--- src/design/rrc_pkg.sv ---
`timescale 1ns / 1ps
package rrc_pkg;

    localparam int VAL_W   = 20;
    localparam int DIV_W   = 11;
    localparam int TALLY_W = 11;
    localparam int SQ_W    = VAL_W + 1;
    localparam int DCNT_W  = $clog2(VAL_W + 1);

    localparam logic [VAL_W-1:0]   MAX_VALUE = 20'hFFFFF;
    localparam logic [VAL_W-1:0]   MAX_SPAN  = 20'd1024;
    localparam logic [TALLY_W-1:0] TALLY_MAX = 11'd1025;

    localparam int QDEPTH = 2;
    localparam int QPTR_W = $clog2(QDEPTH);
    localparam int QCNT_W = $clog2(QDEPTH + 1);

    typedef struct packed {
        logic [VAL_W-1:0] lo;
        logic [VAL_W-1:0] hi;
        logic             err;
    } rrc_item_t;

    typedef enum logic [5:0] {
        S_IDLE = 6'b000001,
        S_INIT = 6'b000010,
        S_TEST = 6'b000100,
        S_WDIV = 6'b001000,
        S_WMOD = 6'b010000,
        S_DONE = 6'b100000
    } rrc_state_t;

endpackage

--- src/design/rrc_front.sv ---
`timescale 1ns / 1ps
module rrc_front
    import rrc_pkg::*;
(
    input  logic             start,
    input  logic [VAL_W-1:0] range_low,
    input  logic [VAL_W-1:0] range_high,
    input  logic             q_full,
    output logic             busy,
    output logic             push,
    output rrc_item_t        push_item
);

    logic [VAL_W-1:0] span;
    logic             bad;

    assign span = range_high - range_low;

    // low of zero, high above limit, reversed, or too wide
    assign bad = (range_low == '0) || (range_high > MAX_VALUE) ||
                 (range_low > range_high) || (span > MAX_SPAN);

    assign busy          = q_full;
    assign push          = start && !q_full;
    assign push_item.lo  = range_low;
    assign push_item.hi  = range_high;
    assign push_item.err = bad;

endmodule

--- src/design/rrc_queue.sv ---
`timescale 1ns / 1ps
module rrc_queue
    import rrc_pkg::*;
(
    input  logic      clk,
    input  logic      rst_n,
    input  logic      push,
    input  rrc_item_t push_item,
    input  logic      pop,
    output rrc_item_t pop_item,
    output logic      full,
    output logic      empty
);

    rrc_item_t         mem_reg [QDEPTH];
    logic [QPTR_W-1:0] wr_ptr_reg;
    logic [QPTR_W-1:0] rd_ptr_reg;
    logic [QCNT_W-1:0] count_reg;
    logic              do_push;
    logic              do_pop;

    assign full     = (count_reg == QCNT_W'(QDEPTH));
    assign empty    = (count_reg == '0);
    assign do_push  = push && !full;
    assign do_pop   = pop && !empty;
    assign pop_item = mem_reg[rd_ptr_reg];

    always_ff @(posedge clk)
    begin
        if (do_push)
        begin
            mem_reg[wr_ptr_reg] <= push_item;
        end
    end

    always_ff @(posedge clk or negedge rst_n)
    begin
        if (!rst_n)
        begin
            wr_ptr_reg <= '0;
            rd_ptr_reg <= '0;
            count_reg  <= '0;
        end
        else
        begin
            if (do_push)
            begin
                wr_ptr_reg <= (wr_ptr_reg == QPTR_W'(QDEPTH - 1)) ? '0
                                                                 : wr_ptr_reg + QPTR_W'(1);
            end
            if (do_pop)
            begin
                rd_ptr_reg <= (rd_ptr_reg == QPTR_W'(QDEPTH - 1)) ? '0
                                                                 : rd_ptr_reg + QPTR_W'(1);
            end
            if (do_push && !do_pop)
            begin
                count_reg <= count_reg + QCNT_W'(1);
            end
            else if (do_pop && !do_push)
            begin
                count_reg <= count_reg - QCNT_W'(1);
            end
        end
    end

endmodule

--- src/design/rrc_div.sv ---
`timescale 1ns / 1ps
module rrc_div
    import rrc_pkg::*;
(
    input  logic             clk,
    input  logic             rst_n,
    input  logic             start,
    input  logic [VAL_W-1:0] dividend,
    input  logic [DIV_W-1:0] divisor,
    output logic             done,
    output logic [DIV_W-1:0] remainder
);

    logic [VAL_W-1:0]  dvd_reg;
    logic [DIV_W-1:0]  dsr_reg;
    logic [DIV_W-1:0]  rem_reg;
    logic [DCNT_W-1:0] cnt_reg;
    logic              run_reg;
    logic              done_reg;
    logic [DIV_W:0]    trial;
    logic [DIV_W:0]    diff;
    logic [DIV_W-1:0]  rem_next;

    // one quotient bit per cycle, restoring
    assign trial    = {rem_reg, dvd_reg[VAL_W-1]};
    assign diff     = trial - {1'b0, dsr_reg};
    assign rem_next = (trial >= {1'b0, dsr_reg}) ? diff[DIV_W-1:0] : trial[DIV_W-1:0];

    assign done      = done_reg;
    assign remainder = rem_reg;

    always_ff @(posedge clk)
    begin
        if (start)
        begin
            dvd_reg <= dividend;
            dsr_reg <= divisor;
            rem_reg <= '0;
        end
        else if (run_reg)
        begin
            dvd_reg <= {dvd_reg[VAL_W-2:0], 1'b0};
            rem_reg <= rem_next;
        end
    end

    always_ff @(posedge clk or negedge rst_n)
    begin
        if (!rst_n)
        begin
            cnt_reg  <= '0;
            run_reg  <= 1'b0;
            done_reg <= 1'b0;
        end
        else
        begin
            done_reg <= 1'b0;
            if (start)
            begin
                cnt_reg <= DCNT_W'(VAL_W);
                run_reg <= 1'b1;
            end
            else if (run_reg)
            begin
                cnt_reg <= cnt_reg - DCNT_W'(1);
                if (cnt_reg == DCNT_W'(1))
                begin
                    run_reg  <= 1'b0;
                    done_reg <= 1'b1;
                end
            end
        end
    end

endmodule

--- src/design/rrc_back.sv ---
`timescale 1ns / 1ps
module rrc_back
    import rrc_pkg::*;
(
    input  logic               clk,
    input  logic               rst_n,
    input  logic               q_empty,
    input  rrc_item_t          q_item,
    output logic               q_pop,
    output logic               div_start,
    output logic [VAL_W-1:0]   div_dividend,
    output logic [DIV_W-1:0]   div_divisor,
    input  logic               div_done,
    input  logic [DIV_W-1:0]   div_rem,
    output logic               done,
    output logic [TALLY_W-1:0] tally,
    output logic               range_error
);

    rrc_state_t         state_reg;
    logic [VAL_W-1:0]   n_reg;
    logic [VAL_W-1:0]   hi_reg;
    logic [DIV_W-1:0]   i_reg;
    logic [SQ_W-1:0]    sq_reg;
    logic [DIV_W-1:0]   cnt_reg;
    logic [TALLY_W-1:0] tally_reg;
    logic               done_reg;
    logic               err_reg;
    logic               sq_le_n;
    logic               sq_lt_n;

    assign sq_le_n = (sq_reg <= {1'b0, n_reg});
    assign sq_lt_n = (sq_reg <  {1'b0, n_reg});

    assign q_pop        = (state_reg == S_IDLE) && !q_empty;
    assign div_start    = (state_reg == S_TEST);
    assign div_dividend = n_reg;
    assign div_divisor  = sq_le_n ? i_reg : cnt_reg;

    assign done        = done_reg;
    assign tally       = tally_reg;
    assign range_error = err_reg;

    always_ff @(posedge clk)
    begin
        case (state_reg)
            S_IDLE:
            begin
                n_reg  <= q_item.lo;
                hi_reg <= q_item.hi;
            end
            S_INIT:
            begin
                i_reg   <= DIV_W'(1);
                sq_reg  <= SQ_W'(1);
                cnt_reg <= '0;
            end
            S_WDIV:
            begin
                if (div_done)
                begin
                    if (div_rem == '0)
                    begin
                        cnt_reg <= cnt_reg + (sq_lt_n ? DIV_W'(2) : DIV_W'(1));
                    end
                    i_reg  <= i_reg + DIV_W'(1);
                    sq_reg <= sq_reg + SQ_W'({i_reg, 1'b1});
                end
            end
            S_WMOD:
            begin
                if (div_done && (n_reg != hi_reg))
                begin
                    n_reg <= n_reg + VAL_W'(1);
                end
            end
            default:
            begin
            end
        endcase
    end

    always_ff @(posedge clk or negedge rst_n)
    begin
        if (!rst_n)
        begin
            state_reg <= S_IDLE;
            tally_reg <= '0;
            done_reg  <= 1'b0;
            err_reg   <= 1'b0;
        end
        else
        begin
            done_reg <= 1'b0;
            case (state_reg)
                S_IDLE:
                begin
                    if (!q_empty)
                    begin
                        tally_reg <= '0;
                        if (q_item.err)
                        begin
                            done_reg <= 1'b1;
                            err_reg  <= 1'b1;
                        end
                        else
                        begin
                            state_reg <= S_INIT;
                        end
                    end
                end
                S_INIT:
                begin
                    state_reg <= S_TEST;
                end
                S_TEST:
                begin
                    state_reg <= sq_le_n ? S_WDIV : S_WMOD;
                end
                S_WDIV:
                begin
                    if (div_done)
                    begin
                        state_reg <= S_TEST;
                    end
                end
                S_WMOD:
                begin
                    if (div_done)
                    begin
                        if (div_rem == '0)
                        begin
                            tally_reg <= tally_reg + TALLY_W'(1);
                        end
                        state_reg <= (n_reg == hi_reg) ? S_DONE : S_INIT;
                    end
                end
                S_DONE:
                begin
                    done_reg  <= 1'b1;
                    err_reg   <= 1'b0;
                    state_reg <= S_IDLE;
                end
                default:
                begin
                    state_reg <= S_IDLE;
                end
            endcase
        end
    end

endmodule

--- src/design/refactorable_range_counter.sv ---
`timescale 1ns / 1ps
// channel  | handshake        | payload
// ---------+------------------+-------------------------------
// input    | start, busy      | range_low[19:0], range_high[19:0]
// result   | done (strobe)    | tally[10:0], range_error
//
// a range is taken when start is high and busy is low; up to two ranges wait in a queue
// each number n takes one divider pass per i with i*i <= n and one more by its divisor count on the
// shared divider, so a range runs those passes for each of its numbers in turn
// a bad range is flagged at transfer and gives its result, with no divider pass, at the queue head
// reset clears the queue and the back end; done is one cycle wide, the receiver cannot stall
module refactorable_range_counter
    import rrc_pkg::*;
(
    input  logic               clk,
    input  logic               rst_n,
    input  logic               start,
    output logic               busy,
    input  logic [VAL_W-1:0]   range_low,
    input  logic [VAL_W-1:0]   range_high,
    output logic               done,
    output logic [TALLY_W-1:0] tally,
    output logic               range_error
);

    logic             q_full;
    logic             q_empty;
    logic             push;
    rrc_item_t        push_item;
    logic             pop;
    rrc_item_t        pop_item;
    logic             div_start;
    logic [VAL_W-1:0] div_dividend;
    logic [DIV_W-1:0] div_divisor;
    logic             div_done;
    logic [DIV_W-1:0] div_rem;

    rrc_front u_front (
        .start      (start),
        .range_low  (range_low),
        .range_high (range_high),
        .q_full     (q_full),
        .busy       (busy),
        .push       (push),
        .push_item  (push_item)
    );

    rrc_queue u_queue (
        .clk       (clk),
        .rst_n     (rst_n),
        .push      (push),
        .push_item (push_item),
        .pop       (pop),
        .pop_item  (pop_item),
        .full      (q_full),
        .empty     (q_empty)
    );

    rrc_div u_div (
        .clk       (clk),
        .rst_n     (rst_n),
        .start     (div_start),
        .dividend  (div_dividend),
        .divisor   (div_divisor),
        .done      (div_done),
        .remainder (div_rem)
    );

    rrc_back u_back (
        .clk          (clk),
        .rst_n        (rst_n),
        .q_empty      (q_empty),
        .q_item       (pop_item),
        .q_pop        (pop),
        .div_start    (div_start),
        .div_dividend (div_dividend),
        .div_divisor  (div_divisor),
        .div_done     (div_done),
        .div_rem      (div_rem),
        .done         (done),
        .tally        (tally),
        .range_error  (range_error)
    );

endmodule

--- config.mk ---
export PLATFORM = sky130hd
export DESIGN_NAME = refactorable_range_counter
export DESIGN_NICKNAME = d
export VERILOG_FILES = /design/src/design/rrc_pkg.sv /design/src/design/rrc_front.sv /design/src/design/rrc_queue.sv /design/src/design/rrc_div.sv /design/src/design/rrc_back.sv /design/src/design/refactorable_range_counter.sv
export SDC_FILE = /design/constraint.sdc
export NUM_CORES = 1
export LEC_CHECK = 0
export ABC_AREA = 1
export BUFFER_PORTS_ARGS = -buffer_cell sky130_fd_sc_hd__clkbuf_2
export CELL_PAD_IN_SITES_DETAIL_PLACEMENT = 1
export CELL_PAD_IN_SITES_GLOBAL_PLACEMENT = 1
export CORE_ASPECT_RATIO = 0.7
export CORE_MARGIN = 4
export CORE_UTILIZATION = 53
export CTS_BUF_LIST = sky130_fd_sc_hd__clkbuf_2 sky130_fd_sc_hd__clkbuf_4 sky130_fd_sc_hd__clkbuf_8
export DETAILED_ROUTE_END_ITERATION = 8
export PLACE_DENSITY = 0.93
export SLEW_MARGIN = 40
export SYNTH_ARGS = -nofsm -noshare
export SYNTH_HDL_FRONTEND = slang
export SYNTH_SLANG_ARGS = --single-unit
--- constraint.sdc ---
create_clock -name clk -period 5.5 [get_ports clk]
set_input_delay 0.275 -clock clk [delete_from_list [all_inputs] [get_ports clk]]
set_output_delay 0.275 -clock clk [all_outputs]
set_load 0.01 [all_outputs]
After elaboration in Yosys (flattened, before gate mapping)
Memories as Yosys holds them, arrays and structs flattened.
Index checks and enable logic that the tools add are counted.

storage, ports and cells
  output and inout bits = 14
  input port bits = 43
  RAM bits = 82
  memories kept = 1
  register bits = 155
  word-level logic and storage cells = 128

memory list
  memory           depth  bits a word  read ports  clocked after Yosys merged registers in  wr ports  RTL line         RTL
  u_queue.mem_reg  2      41           1           0                                        1         rrc_queue.sv:15  rrc_item_t mem_reg [QDEPTH];

operators by class
  eq/ne operators = 18
  $add $sub $neg = 12
  $lt $le $gt $ge = 6
  muxes and demuxes = 45
  reduce and logical (&&, ||, !) cells = 28

operators by type and width
  kind                     count
  $mux W11                 8
  $pmux W11 S2             3
  $mux W20                 3
  $pmux W21 S2             1
  $pmux W20 S2             1
  $mux W6                  5
  $pmux W6 S5              1
  $add A11 B1 Y11 const B  2
  $add A21 B12 Y21         1
  $le A21 B20 Y1           1
  $lt A21 B20 Y1           1
  $mux W21                 1
  $add A20 B1 Y20 const B  1
  $eq A20 B20 Y1           1
  $gt A20 B11 Y1 const B   1
  $gt A20 B20 Y1           1
  $gt A20 B20 Y1 const B   1
  $logic_not A20 Y1        1
  $ne A20 B20 Y1           1
  $sub A20 B20 Y20         1
  $mux W5                  3
  $mux W1                  14
  $ge A12 B11 Y1           1
  $add A11 B11 Y11         1
  26 further kinds         54

Longest topological paths before layout
  depth after elaboration = 8
  gate-level depth with buffers = 20

Hierarchy
A second synthesis with hierarchy kept.

second synthesis, totals
  cells, all modules = 1812
  area, all modules = 14587.7 sq um

modules (own cells, without submodules)
  module     times used  area an instance (sq um)  sequential area each (sq um)  cells an instance
  rrc_back   1           6829.0                    2969.1                        899
  rrc_queue  1           3228.1                    2562.5                        246
  rrc_div    1           2785.2                    1326.3                        350
  rrc_front  1           1745.4                    0.0                           317

Worst setup path before layout
OpenSTA, ideal clock, no wires.

  kind = flip-flop to flip-flop
  start = register u_back.n_reg[12], in the netlist u_back.div_dividend[12]
  end = register u_back.cnt_reg[10], data pin
  slack = 2.386 ns
  arrival time = 2.856 ns
  cell stages (with the launch flop) = 18
  clock period less this slack = 3.114 ns
  path through = edfxtp_1 > inv_1 > ha_1 > nand2_1 > nor4_1 > nand3_1 > nand3_1 > ha_1 > inv_1 > fa_1 > nor3_1 > nand2_1 > nor2_1 > nand2_1 > nor2_1 > nand3_1 > o21ai_0 > a21oi_1

between the ends
  longest elaborated chain between the ends = 6

ends and longest elaborated chain
  item                    RTL line        RTL
  from (decl)             rrc_back.sv:21  logic [VAL_W-1:0] n_reg;
  from (signal assigned)  rrc_back.sv:49  n_reg <= q_item.lo;
  from (signal assigned)  rrc_back.sv:74  n_reg <= n_reg + VAL_W'(1);
  $lt A21 B20 Y1          rrc_back.sv:33  assign sq_lt_n = (sq_reg < {1'b0, n_reg});
  $mux W2                 rrc_back.sv:64  cnt_reg <= cnt_reg + (sq_lt_n ? DIV_W'(2) : DIV_W'(1));
  $add A11 B11 Y11        rrc_back.sv:64
  $mux W11                rrc_back.sv:62  if (div_rem == '0)
  $mux W11                rrc_back.sv:60  if (div_done)
  $pmux W11 S2            rrc_back.sv:46  case (state_reg)
  to (signal assigned)    rrc_back.sv:64
  to (decl)               rrc_back.sv:25  logic [DIV_W-1:0] cnt_reg;

Every way passes these cells. The select of a mux whose other input is x is not followed.
A chain may end at the register's enable or synchronous reset.

Worst setup path after layout
  start = register u_back.n_reg[17], in the netlist u_back.div_dividend[17]
  end = register u_back.cnt_reg[10], data pin

Same word-level chain as after synthesis.

==> out/metrics.csv <==
stage;metric;value;unit
layout;drive_above_1_share;9.83;%
power;combPwrFrac;38.1;%
layout;register_area;6860;sq um
logic_synthesis;syn-instance-count;1529;
logic_synthesis;ys_types;47;
layout;area_growth;14.2;%
power;switchingPower;3.49;mW
run;cap_viol_max_count;0;
floorplanning;dieArea;27800;sq um
logic_synthesis;syn_nets;1646;
placement;io_buffer_count;56;
setup_path;slowest_stage;nor3_1;
detailed_routing;postRouteAntennaNets;0;
power;p_seq_share;39.1;%
logic_synthesis;synth_area_per_cell;8.73;sq um
clocking;htreeDepth;2;
timing;finalCritPeriodShare;77.2;%
floorplanning;rows;48;
clocking;cts_buffer_depth;3;
timing;rsz0062_at_grt;no;
floorplanning;core;24700;sq um
logic_synthesis;async_reset_ff_share;12.7;%
detailed_routing;wl;53.0;mm
setup_path;cp_data_required_time;5790;ps
global_route;grt_pass1_vias;13900;
floorplanning;die_h;141;microns
timing;setup-tns-final;0;ps
floorplanning;die_w;198;microns
setup_path;worst-path-buf-inv;2;
power;p_per_area;520;nW/um^2
clocking;clk_latency;590;ps
detailed_routing;route.detailed.vias_per_inst;6.39;
logic_synthesis;seq_area_frac_synth;51.4;%
timing;setup_viol;0;
power;p_int;4.43;mW
logic_synthesis;yosys_warnings;0;
power;p_sw_share;44.1;%
timing;relSlewSlack;37.3;%
detailed_routing;drc;1;
layout;multiInputGateArea;5600;sq um
logic_synthesis;syn-cell-area;13300;sq um
global_route;antenna_found_initial;3;
power;ir_worst_vdd;455;uV
clocking;cts_buffers;40;
placement;dp_hpwl;30.0;mm
detailed_routing;wl_per_cell;26.4;microns
setup_path;critical_path_arrival;4540;ps
clocking;cts-root-buf;clkbuf_8;
setup_path;crit_chain;inv_1, ha_1, nand4_1, nor3_1, nand3_1, nand3_1, ha_1, inv_1, fa_1, nor3_1, nand2_1, nor2_1, nand2_1, nor2_1, nand3_1, o21ai_0, a21oi_1;
setup_path;startpoint_type;register;
hold_path;hold_class;input pin to register;
outcome;status;finished with violations;
setup_path;cp_common_cell;nand3_1;
layout;final_nets;1763;
logic_synthesis;synth-edff-count;196;
timing;fmax;236;MHz
detailed_routing;via_count;12800;
setup_path;crit_family;simple AND/OR/NAND/NOR gates;
detailed_routing;first_pass_iters;9;
setup_path;worstSetupEndpointType;register;
detailed_routing;drtIter0Drc;1548;
power;clkPwrFrac;22.8;%
clocking;cts_tree;done;
global_route;grt_use_total;37.8;%
clocking;cts_sinks;237;
timing;drv_slew;0;
setup_path;max_stage_delay;640;ps
timing;worst_slew_pin_slew;931;ps
floorplanning;start_util;54.1;%
logic_synthesis;synth_ff_type;edfxtp_1;
floorplanning;ios;57;
placement;gp_congestion;0.901;
setup_path;worstSetupPathType;register to register;
global_route;grt_pass1_wl;81.1;mm
timing;fin_crit;4240;ps
global_route;grt_max_degree;47;
setup_path;critPathMaxFanout;4;
layout;fill_cells;2901;
outcome;violations;design-rule violations;
global_route;grt_overflow;0;
power;p_total;7.93;mW
layout;largest_register_ffs;82;
timing;hold_viol;0;
logic_synthesis;synth-seq-cells;237;
timing;fin_worst_skew;54.0;ps
power;p_leak;6.82;nW
clocking;postCtsSetupBuffers;0;
clocking;clk_pin_slew_worst_paths;70;ps
cells in the final DEF (no fill, tap or decap), types with 9 or more instances in the layout:
| cell type | Yosys | layout |
|---|---|---|
| a21oi_1 | 90 | 88 |
| buf_4 | 1 | 9 |
| clkbuf_2 | 0 | 55 |
| clkbuf_4 | 0 | 15 |
| clkbuf_8 | 0 | 45 |
| dfrtp_1 | 29 | 29 |
| dfxtp_1 | 11 | 11 |
| dlygate4sd3_1 | 0 | 40 |
| edfxtp_1 | 196 | 196 |
| ha_1 | 70 | 70 |
| inv_1 | 208 | 207 |
| nand2_1 | 423 | 422 |
| nand3_1 | 69 | 68 |
| nand4_1 | 27 | 27 |
| nor2_1 | 119 | 117 |
| nor3_1 | 23 | 23 |
| nor4_1 | 12 | 11 |
| o211ai_1 | 12 | 12 |
| o21ai_0 | 74 | 74 |
| o21ai_1 | 15 | 15 |
| or2_2 | 9 | 9 |
| xnor2_1 | 18 | 18 |
| xor2_1 | 26 | 26 |
path summary, 6_finish.rpt:
kind,from,to,slack [ps],cells past startpoint
worst max register to register,u_back.div_dividend[17],u_back.cnt_reg[10],1260,17
worst min register to register,u_div.remainder[7],u_div.remainder[7],500,2
worst max-delay path,u_back.div_dividend[17],u_back.cnt_reg[10],1260,17
max in group asynchronous,rst_n,u_div.run_reg,4710,2
min in group asynchronous,rst_n,u_back.state_reg[4],300,2
worst min-delay path,range_low[0],u_queue.mem_reg[1][21],90,1
cells in the mapped netlist, types with 18 or more instances:
master	instances	area, sq um
nand3_1	69	345
xnor2_1	18	158
edfxtp_1	196	5890
nand4_1	27	169
inv_1	208	781
xor2_1	26	228
nor2_1	119	447
ha_1	70	876
o21ai_0	74	370
clkbuf_1	21	78.8
a21oi_1	90	450
nand2_1	423	1590
nor3_1	23	115
dfrtp_1	29	726
metrics by stage:
stage          worst slack, ps  instances  instance area, sq um  hold slack [ps]  utilization (%)
4_1_cts                   1470       2003                 15200             49.6             61.7
6_report                  1260       2004                 15200             93.7             61.7
3_3_place_gp              1770       1889                 14000              379             56.7
5_1_grt                    932       2004                 15200             92.3             61.7
3_5_place_dp              1640       1889                 14000              394             56.7
2_1_floorplan             2390       1529                 13300            -20.6                -
power by group through the flow:
stage               Combinational (mW)  Clock [mW]  Sequential (mW)
finish                            3.02        1.81             3.10
global placement                  2.41           0             3.00
floorplan                         1.84           0             2.93
CTS                               2.82        1.73             3.05
detailed placement                2.65           0             3.05
global route                      3.25        1.88             3.12
metal layers:
layer / global-route usage, % / up-vias / wire (microns)
li1: - / 5359 / -
met1: 45.8 / 6271 / 19700
met2: 63.8 / 884 / 25200
met3: 8.07 / 299 / 4620
met4: 20.2 / 2 / 3430
met5: 0 / - / 9
logic make-up after synthesis:
logic type,share of synthesized area [%]
buffers and inverters,6.89
XOR/XNOR,2.89
AND/OR/NAND/NOR,21.9
AO/OA/AOI/OAI,9.73
flip-flops,51.4
adder cells (fa/ha/maj),7.16
area by class of cell:
class / instances / area share, %
tap: 325 / 2.67
timing repair buffer: 105 / 4.91
sequential: 237 / 45.0
multi-input combinational: 1050 / 36.8
clock inverter: 14 / 0.599
antenna: 1 / 0.0164
clock buffer: 60 / 4.80
inverter: 212 / 5.22
timing repair:
item / 4_1_cts / 5_1_grt
endpoints found under the hold margin: 107 / 0
hold buffers: 40 / 0
gates resized for setup: 0 / 0
No activity file was read; power rests on OpenSTA's default activity.
